--- src/hw/rtl/pnt_pkg.sv ---
package pnt_pkg;

  // Width of the tested number.
  localparam int VALUE_WIDTH = 16;
  // Width of the reported divisor sum (saturating).
  localparam int SUM_WIDTH   = 18;
  // Internal accumulator: wide enough for the full aliquot sum.
  localparam int ACC_WIDTH   = (2 * VALUE_WIDTH > SUM_WIDTH) ? 2 * VALUE_WIDTH : SUM_WIDTH + 1;
  // Step counter of the remainder unit.
  localparam int CNT_WIDTH   = $clog2(VALUE_WIDTH + 1);

  // Status from the remainder unit.
  typedef struct packed {
    logic done;      // one-cycle pulse, remainder ready
    logic rem_zero;  // remainder is zero (valid with done)
  } rem_status_t;

  // One finished result.
  typedef struct packed {
    logic [SUM_WIDTH-1:0] divisor_sum;
    logic                 is_perfect;
  } result_t;

endpackage

--- src/hw/rtl/pnt_ctrl.sv ---
module pnt_ctrl (
  input  logic                             clk,
  input  logic                             rst_n,
  input  logic                             in_valid,
  output logic                             in_ready,
  input  logic [pnt_pkg::VALUE_WIDTH-1:0]  in_value,
  output logic                             rem_start,
  output logic [pnt_pkg::VALUE_WIDTH-1:0]  rem_dividend,
  output logic [pnt_pkg::VALUE_WIDTH-1:0]  rem_divisor,
  input  pnt_pkg::rem_status_t             rem_st,
  output logic                             res_valid,
  input  logic                             res_ready,
  output pnt_pkg::result_t                 res
);
  import pnt_pkg::*;

  localparam logic [1:0] ST_IDLE  = 2'd0;
  localparam logic [1:0] ST_START = 2'd1;
  localparam logic [1:0] ST_WAIT  = 2'd2;
  localparam logic [1:0] ST_DONE  = 2'd3;

  logic [1:0]             state_r, state_nxt;
  logic [VALUE_WIDTH-1:0] n_r, n_nxt;
  logic [VALUE_WIDTH-1:0] half_r, half_nxt;
  logic [VALUE_WIDTH-1:0] d_r, d_nxt;
  logic [ACC_WIDTH-1:0]   acc_r, acc_nxt;
  logic [VALUE_WIDTH-1:0] in_half;

  assign in_half = in_value >> 1;

  // Sequencer: walk d = 1..n/2, one remainder per divisor
  always_comb begin
    state_nxt = state_r;
    n_nxt     = n_r;
    half_nxt  = half_r;
    d_nxt     = d_r;
    acc_nxt   = acc_r;
    in_ready  = 1'b0;
    rem_start = 1'b0;
    res_valid = 1'b0;
    case (state_r)
      ST_IDLE: begin
        in_ready = 1'b1;
        if (in_valid) begin
          n_nxt     = in_value;
          half_nxt  = in_half;
          d_nxt     = VALUE_WIDTH'(1);
          acc_nxt   = '0;
          // zero and one have no candidate divisors
          state_nxt = (in_half == '0) ? ST_DONE : ST_START;
        end
      end
      ST_START: begin
        rem_start = 1'b1;
        state_nxt = ST_WAIT;
      end
      ST_WAIT: begin
        if (rem_st.done) begin
          if (rem_st.rem_zero) begin
            acc_nxt = acc_r + ACC_WIDTH'(d_r);
          end
          if (d_r == half_r) begin
            state_nxt = ST_DONE;
          end else begin
            d_nxt     = d_r + VALUE_WIDTH'(1);
            state_nxt = ST_START;
          end
        end
      end
      ST_DONE: begin
        res_valid = 1'b1;
        if (res_ready) begin
          state_nxt = ST_IDLE;
        end
      end
      default: begin
        state_nxt = ST_IDLE;
      end
    endcase
  end

  always_ff @(posedge clk) begin
    if (!rst_n) begin
      state_r <= ST_IDLE;
    end else begin
      state_r <= state_nxt;
    end
  end

  always_ff @(posedge clk) begin
    n_r    <= n_nxt;
    half_r <= half_nxt;
    d_r    <= d_nxt;
    acc_r  <= acc_nxt;
  end

  assign rem_dividend = n_r;
  assign rem_divisor  = d_r;

  // Saturate the reported sum; the flag uses the full sum
  assign res.divisor_sum = (acc_r[ACC_WIDTH-1:SUM_WIDTH] != '0) ? '1 : acc_r[SUM_WIDTH-1:0];
  assign res.is_perfect  = (acc_r == ACC_WIDTH'(n_r));

endmodule

--- config.mk ---
export PLATFORM = sky130hd
export DESIGN_NAME = pnt_ctrl
export DESIGN_NICKNAME = d
export VERILOG_FILES = /design/src/hw/rtl/pnt_pkg.sv /design/src/hw/rtl/pnt_ctrl.sv
export SDC_FILE = /design/constraint.sdc
export NUM_CORES = 1
export LEC_CHECK = 0
export ABC_AREA = 0
export BUFFER_PORTS_ARGS = -buffer_cell sky130_fd_sc_hd__clkbuf_2
export CORE_MARGIN = 5
export CORE_UTILIZATION = 57
export DETAILED_ROUTE_END_ITERATION = 16
export GPL_ROUTABILITY_DRIVEN = 0
export PLACE_DENSITY = 0.84
export SLEW_MARGIN = 10
export SYNTH_ARGS = -nofsm -noshare
export SYNTH_HDL_FRONTEND = slang
export SYNTH_SLANG_ARGS = --single-unit
--- constraint.sdc ---
create_clock -name clk -period 3.7 [get_ports clk]
set_clock_uncertainty 0.15 [all_clocks]
set_input_delay 0.185 -clock clk [delete_from_list [all_inputs] [get_ports clk]]
set_output_delay 0.185 -clock clk [all_outputs]
set_load 0.005 [all_outputs]
* Word-level counts from Yosys, hierarchy flattened
Index checks and enable logic that the tools add are counted.
W data, S select, Z words.
** Word-level totals
- Output and inout port bits :: 54
- Input bits :: 22
- Register bits after elaboration :: 81
** Cells by class
- Muxes and demuxes :: 18
- Reduce and logical (&&, ||, !) cells :: 8
- Add/sub/neg operators :: 2
- Eq/ne operators :: 10
** Operators with widths (count)
- $mux W32 :: 3
- $pmux W32 S2 :: 1
- $mux W16 :: 3
- $add A32 B16 Y32 :: 1
- $eq A32 B16 Y1 :: 1
- $pmux W16 S2 :: 1
- $mux W18 :: 1
- $add A16 B1 Y16 const B :: 1
- $eq A16 B15 Y1 :: 1
- $logic_not A16 Y1 :: 1
- $reduce_bool A14 Y1 :: 1
- $mux W2 :: 5
- $ne A2 B2 Y1 const B :: 5
- $pmux W2 S4 :: 1
- $reduce_and A4 Y1 :: 2
- $eq A2 B2 Y1 const B :: 2
- $mux W1 :: 3
- $reduce_and A3 Y1 :: 1
- $eq A2 B1 Y1 const B :: 1
- $logic_not A2 Y1 :: 1
- $reduce_and A2 Y1 :: 1
- $reduce_bool A2 Y1 :: 1

* Depth between registers and ports, before layout
Gate-level depths: netlist of the first run.
- Word-level depth :: 4
- Gate-level depth with buffers :: 8
- Mapped depth without buffers :: 8

* Worst setup path before layout of the first run
OpenSTA, ideal clock, no wires.
- Path kind :: reg-to-reg
- From :: register d_r[0], in the netlist rem_divisor[0]
- To :: register acc_r[26], data pin
- Library setup time :: 0.270 ns
- Buffers on the path :: 0
- Required time :: 3.280 ns
- Data arrival time :: 2.458 ns
- Setup slack :: 0.823 ns
- Cell stages (with the launch flop) :: 9
- Cells stage by stage :: edfxtp_1 > ha_1 > fa_1 > a21o_1 > a221o_1 > a211o_2 > a41oi_4 > or4_1 > a21oi_2
** Between the ends
- Cells in the longest elaborated chain, start to end :: 4
** RTL lines
- start: declaration :: line pnt_ctrl.sv:25 : logic [VALUE_WIDTH-1:0] d_r, d_nxt;
- start signal: assignment :: line pnt_ctrl.sv:93 : d_r <= d_nxt;
- $add A32 B16 Y32 :: line pnt_ctrl.sv:60 : acc_nxt = acc_r + ACC_WIDTH'(d_r);
- $mux W32 :: line pnt_ctrl.sv:59 : if (rem_st.rem_zero) begin
- $mux W32 :: line pnt_ctrl.sv:58 : if (rem_st.done) begin
- $pmux W32 S2 :: line pnt_ctrl.sv:41 : case (state_r)
- end signal: assignment :: line pnt_ctrl.sv:94 : acc_r <= acc_nxt;
- end: declaration :: line pnt_ctrl.sv:26 : logic [ACC_WIDTH-1:0] acc_r, acc_nxt;
No other way between the ends. The select of a mux whose other input is x is not followed.
A chain may end at the register's enable or synchronous reset.

* Worst setup path in the final report of the first run
Ends and elaborated chain as after synthesis.

==> results.txt, run 1 <==
outcome: completed
Leak: 2.077 nW
final core occ: 0.7034
Fmax achieved: 0.3231 GHz
worst endpoint data arrival time: 3.02 ns
Seq/Total Area, Yosys: 0.4335
global-route wire length before repair: 21,000 um
Net Count, Synth: 494
DIE HEIGHT: 99.11 um
# rows: 32
Worst Tran Pin Value: 0.6817 ns
Multi-input gate area: 2477 sq um
Fill cells: 537
HP Class: in2reg
Sw Ratio: 0.3329
CP max stage cell: edfxtp_1
initial core utilization: 0.5857
share of layout cells above drive strength 1: 0.2391
vias in the first global route: 3,991
drc violations: 0
GRT Util Overall: 0.2713
Slew HR: 0.5451
ys async rst share: 0
Gate power share: 0.264
Die W: 99.11 um
worst hold slack: 0.07727 ns
H-tree depth: 3
sequence of cells on the critical path: ha_1 > fa_1 > a21o_1 > a221o_1 > a211o_2 > a41oi_4 > or4_1 > a21oi_2
root buffer cell: clkbuf_8
Post-synth EDFFs: 64
placed insts: 619
gr ovfl total: 0
Final Hold Fails: 0
Final period util: 0.8365
Critical Path Source Type: flip-flop
Unique masters post-synth: 58
Synth-to-Final Area Change: 20.10%
Vias per Instance: 6.318
RSZ-0062 raised after global routing: no
Worst EP required: 3.63 ns
commonest non-fill, non-tap cell in the layout: clkbuf_2
antenna violations before repair: 0
clock network fraction of design power: 0.306
Seq pwr share: 0.430
CTS tree: yes
Power Total: 2.485 mW
pre-CTS WS: 0.6545 ns
cts repair resizes: 0
P_sw: 0.8273 mW
final setup TNS: 0 ns
# clock sinks: 66
most frequent cells in the layout: clkbuf_2 (75), edfxtp_1 (64), nor2_1 (37)
CP delay by family, top: compound AO/OA/AOI/OAI gates
io pins: 76
Layout Nets: 587
most frequently used flop master after synthesis: edfxtp_1
critical path buffer and inverter count: 0
final setup margin: 0.6048 ns
Crit Path Class: reg2reg
Routed WL per cell: 20.23 um
total die area: 9822 sq um
Tmin final: 3.095 ns
ANT cells: 0
core box area: 7727 sq um
CP Max Fanout: 7
largest net degree at the start of global routing: 44
max-cap violations: 0
1st-pass router iterations: 5
non-filler cells, final: 654
total CTS buffers: 9
Pint: 1.658 mW
Design Area, Final: 5435 sq um
power per cell area: 457.3 nW/um^2
dpl hpwl: 8891 um
Synth Warn #: 0
Antenna Violating Nets Remaining: 0
synthesized area per cell: 9.968 sq um
Reg area: 1962 sq um
DP Area: 5002 sq um
Critical Path End Type: flip-flop
Post-Synthesis Cells: 454
first-iteration detailed-routing DRC count: 470
maximum VDD drop: 0.2798 mV
clock buffer depth: 2
clk slew on worst S/H paths: 0.09 ns
routed vias: 4,132
max incr delay on CP: 0.50 ns
Post-Syn Area: 4526 sq um
clk_lat worst skew: 0.36 ns
final slew viol count: 0
Routed WL: 13,230 um
setup violators final: 0
Post-CTS Setup Repair Bufs: 0
flop and latch count out of synthesis: 66
Port-buffer cells: 75
[final timing paths]
path | from | endpoint | slack [ns] | cells after the start
worst min-delay path | res_ready | state_r[0] | 0.08 | 4
worst min register to register | state_r[1] | state_r[0] | 0.51 | 2
worst max-delay path | rem_divisor[0] | acc_r[26] | 0.60 | 8
worst max register to register | rem_divisor[0] | acc_r[26] | 0.60 | 8
[state kept, by name, indices dropped and copies added (netlist names)]
| signal | flops |
|---|---|
| acc_r | 32 |
| rem_dividend | 16 |
| rem_divisor | 16 |
| state_r | 2 |
[worst min-delay path, stage by stage]
cell and delay, ns:
clkbuf_2 0.09, nor2b_1 0.04, o21ai_0 0.14, a21boi_0 0.08
[per-layer routing]
| layer | routed length (um) | up-vias | global-route usage |
|---|---|---|---|
| li1 | - | 1891 | - |
| met1 | 4975 | 1926 | 0.3510 |
| met2 | 6419 | 270 | 0.4473 |
| met3 | 1304 | 45 | 0.04698 |
| met4 | 531 | 0 | 0.1197 |
| met5 | 0 | - | 0 |
[power by group through the flow]
| stage | combinational, mW | clock [mW] | sequential [mW] |
|---|---|---|---|
| finish | 0.656 | 0.761 | 1.07 |
| global route | 0.712 | 0.798 | 1.08 |
| CTS | 0.636 | 0.750 | 1.06 |
| detailed placement | 0.614 | 0 | 1.08 |
| global placement | 0.591 | 0 | 1.07 |
| floorplan | 0.469 | 0 | 1.02 |
[cell usage after synthesis, drive strengths merged (5+ instances only)]
master,instances,area share
and3,11,0.017
and2,13,0.018
nand3,20,0.022
o21ai,11,0.012
nor2,37,0.031
nor4,11,0.015
xnor2,25,0.048
nand4,19,0.026
clkbuf,12,0.010
or2,19,0.026
nor3,21,0.023
buf,6,0.0077
a21oi,16,0.019
nand2,31,0.026
a211oi,6,0.010
a21o,14,0.024
or3,10,0.014
xor2,30,0.058
edfxtp,64,0.42
ha,17,0.047
o21a,5,0.0083
[cells by family (layout without fill, tap and decap cells)]
family                   count (synthesis)  count (layout)  synth area share
XOR/XNOR                                55              55            0.1064
AO/OA/AOI/OAI                           81              81            0.1333
AND/OR/NAND/NOR                        208             208            0.2449
flip-flops                              66              66            0.4335
multiplexers                             4               4          0.009400
buffers and inverters                   22             120           0.02101
adder cells (fa/ha/maj)                 18              18           0.05142
[cell type report]
class / count / share of cell area
Clock buffer: 10 / 0.02348
Multi-Input combinational cell: 366 / 0.4558
Sequential cell: 66 / 0.3610
Tap cell: 102 / 0.02348
Inverter: 4 / 0.002762
Clock inverter: 6 / 0.02118
Timing Repair Buffer: 100 / 0.1123
[repair_timing]
item | CTS | global route
hold endpoints to repair | 18 | 0
hold buffers | 19 | 0
setup endpoints to repair | 0 | 0
(Power assumes the default switching activity.)
==> run 2, diff against run 1 <==
--- a/config.mk
+++ b/config.mk
@@ -5,13 +5,13 @@
 export SDC_FILE = /design/constraint.sdc
 export NUM_CORES = 1
 export LEC_CHECK = 0
-export ABC_AREA = 0
+export ABC_AREA = 1
 export BUFFER_PORTS_ARGS = -buffer_cell sky130_fd_sc_hd__clkbuf_2
 export CORE_MARGIN = 5
-export CORE_UTILIZATION = 57
+export CORE_UTILIZATION = 52
 export DETAILED_ROUTE_END_ITERATION = 16
 export GPL_ROUTABILITY_DRIVEN = 0
-export PLACE_DENSITY = 0.84
+export PLACE_DENSITY = 0.8
 export SLEW_MARGIN = 10
 export SYNTH_ARGS = -nofsm -noshare
 export SYNTH_HDL_FRONTEND = slang
==> constraint.sdc (replaced) <==
create_clock -name clk -period 2.5 [get_ports clk]
set_clock_uncertainty 0.15 [all_clocks]
set_input_delay 0.125 -clock clk [delete_from_list [all_inputs] [get_ports clk]]
set_output_delay 0.125 -clock clk [all_outputs]
set_load 0.005 [all_outputs]
==> results.txt, run 2 <==
total CTS buffers: 9
routed wl met2: 7180 um
power per cell area: 727.4 nW/um^2
vias in the first global route: 5,051
Leak: 2.733 nW
Critical Path End Type: primary output
Tmin final: 2.391 ns
Biggest register: acc_r
Worst Tran Pin Value: 0.5397 ns
Power Total: 4.299 mW
Post-synth EDFFs: 64
gr ovfl total: 0
clk_lat worst skew: 0.36 ns
CP Max Fanout: 16
initial core utilization: 0.5292
# rows: 35
Synth area leader: edfxtp_1
antenna violations before repair: 0
maximum VDD drop: 0.3869 mV
largest net degree at the start of global routing: 35
synthesized area per cell: 7.175 sq um
max-cap violations: 0
Synth top area share: 0.3968
io pins: 76
Worst EP required: 2.23 ns
# clock sinks: 66
Final period util: 0.9565
Adder-Cell Fraction of Synth Area: 0.04805
Vias per Instance: 5.687
Final Hold Fails: 0
simple-gate portion of the synthesized area: 0.3402
commonest non-fill, non-tap cell in the layout: nand2_1
Post-Synthesis Cells: 675
P_sw: 1.828 mW
H-tree depth: 3
total die area: 11,340 sq um
1st-pass router iterations: 8
worst endpoint data arrival time: 2.12 ns
Routed WL per cell: 16.46 um
post-synthesis mux area share: 0
core box area: 9153 sq um
root buffer cell: clkbuf_8
non-filler cells, final: 913
Sw Ratio: 0.4253
flop and latch count out of synthesis: 66
clk slew on worst S/H paths: 0.08 ns
most area-consuming cells after synthesis: edfxtp_1 (40%), nand2_1 (16%), nor2_1 (7.8%), inv_1 (7.7%), ha_1 (4.4%)
Seq/Total Area, Yosys: 0.4051
final slew viol count: 0
Post-Syn Area: 4843 sq um
HP Class: in2reg
final setup TNS: 0 ns
Compound-Gate Fraction of Synth Area: 0.09016
Synth-to-Final Area Change: 22.01%
placed insts: 875
Seq pwr share: 0.397
Design Area, Final: 5909 sq um
Fmax achieved: 0.4182 GHz
top post-synthesis cells by count: nand2_1 (206), nor2_1 (101), inv_1 (99)
outcome: completed
dpl hpwl: 10,880 um
most frequently used flop master after synthesis: edfxtp_1
most frequent cells in the layout: nand2_1 (204), nor2_1 (99), inv_1 (99)
Pint: 2.470 mW
Met1 Wirelength: 5404 um
setup violators final: 0
most frequent cell after synthesis: nand2_1
Crit Path Class: reg2out
ys async rst share: 0
metal3 WL: 1677 um
clock buffer depth: 2
Layout Nets: 837
max layer used: met4
Slew HR: 0.6382
Antenna Violating Nets Remaining: 0
drc violations: 0
global-route wire length before repair: 23,980 um
CTS tree: yes
share of layout cells above drive strength 1: 0.1683
XOR/XNOR Fraction of Synth Area: 0.02893
clock network fraction of design power: 0.198
GRT Util Overall: 0.2688
DP Area: 5498 sq um
Die W: 106.5 um
Net Count, Synth: 715
Gate power share: 0.405
Synth Warn #: 0
largest family of logic cells by synthesized area: simple AND/OR/NAND/NOR gates
Unique masters post-synth: 40
Critical Path Source Type: flip-flop
first-iteration detailed-routing DRC count: 476
DIE HEIGHT: 106.5 um
routed vias: 5,192
Routed WL: 15,030 um
ANT cells: 0
Port-buffer cells: 75
Largest register FFs: 32
-- run 2: logic make-up (layout without fill, tap and decap cells) --
logic type,after synthesis,count (layout)
simple gates,387,387
buf+inv,109,236
flops,66,66
fa+ha+maj,18,18
xor+xnor,16,16
compound gates,79,79
-- run 2: final timing paths --
path | slack, ns | endpoint | from | cells after the start
min reg2reg | 0.51 | acc_r[29] | acc_r[29] | 2
min | 0.08 | rem_dividend[1] | in_valid | 3
max reg2reg | 0.14 | acc_r[27] | acc_r[6] | 10
max | 0.11 | res[5] | acc_r[27] | 7
-- run 2: layout make-up --
cell class / count / area, sq um
clock inverter: 6 / 41.29
fill: 750 / 3243
tap: 111 / 138.9
timing repair buffer: 119 / 769.5
inverter: 101 / 379.1
clock buffer: 10 / 137.6
sequential: 66 / 1962
multi-input combinational: 500 / 2481
-- run 2: what timing repair did --
action | CTS | global route
gates resized for setup | 0 | 6
endpoints found under the setup margin | 0 | 25
endpoints found under the hold margin | 18 | 0
hold buffers | 19 | 0
buffers inserted | 0 | 3
-- run 2: metal layers --
layer / vias up / track usage
met4: 0 / 0.1580
li1: 2448 / -
met1: 2302 / 0.3111
met2: 370 / 0.4615
met3: 72 / 0.05222
met5: - / 0
-- run 2: power groups by stage --
stage / clock (mW) / sequential [mW] / combinational, mW
after floorplan: 0 / 1.68 / 1.06
after global placement: 0 / 1.71 / 1.59
after detailed placement: 0 / 1.72 / 1.63
after CTS: 0.849 / 1.70 / 1.66
after global routing: 0.898 / 1.72 / 1.93
final: 0.851 / 1.71 / 1.74
-- run 2: metrics by stage --
| stage | utilization | hold WS (ns) | worst slack (ns) |
|---|---|---|---|
| 3_3_place_gp | 0.6007 | 0.1530 | 0.1702 |
| 3_5_place_dp | 0.6007 | 0.1546 | 0.1480 |
| 2_1_floorplan | - | 0.07387 | 0.1641 |
| 6_report | 0.6457 | 0.07500 | 0.1088 |
| 4_1_cts | 0.6410 | 0.04011 | 0.03096 |
| 5_1_grt | 0.6457 | 0.09156 | -0.009091 |
-- run 2: critical path, stage by stage, from the launching register on --
cell	delay, ns
edfxtp_1	0.46
inv_2	0.10
nand4_1	0.16
nor3_4	0.27
nor4b_4	0.31
buf_6	0.23
nand2_1	0.10
clkbuf_2	0.13
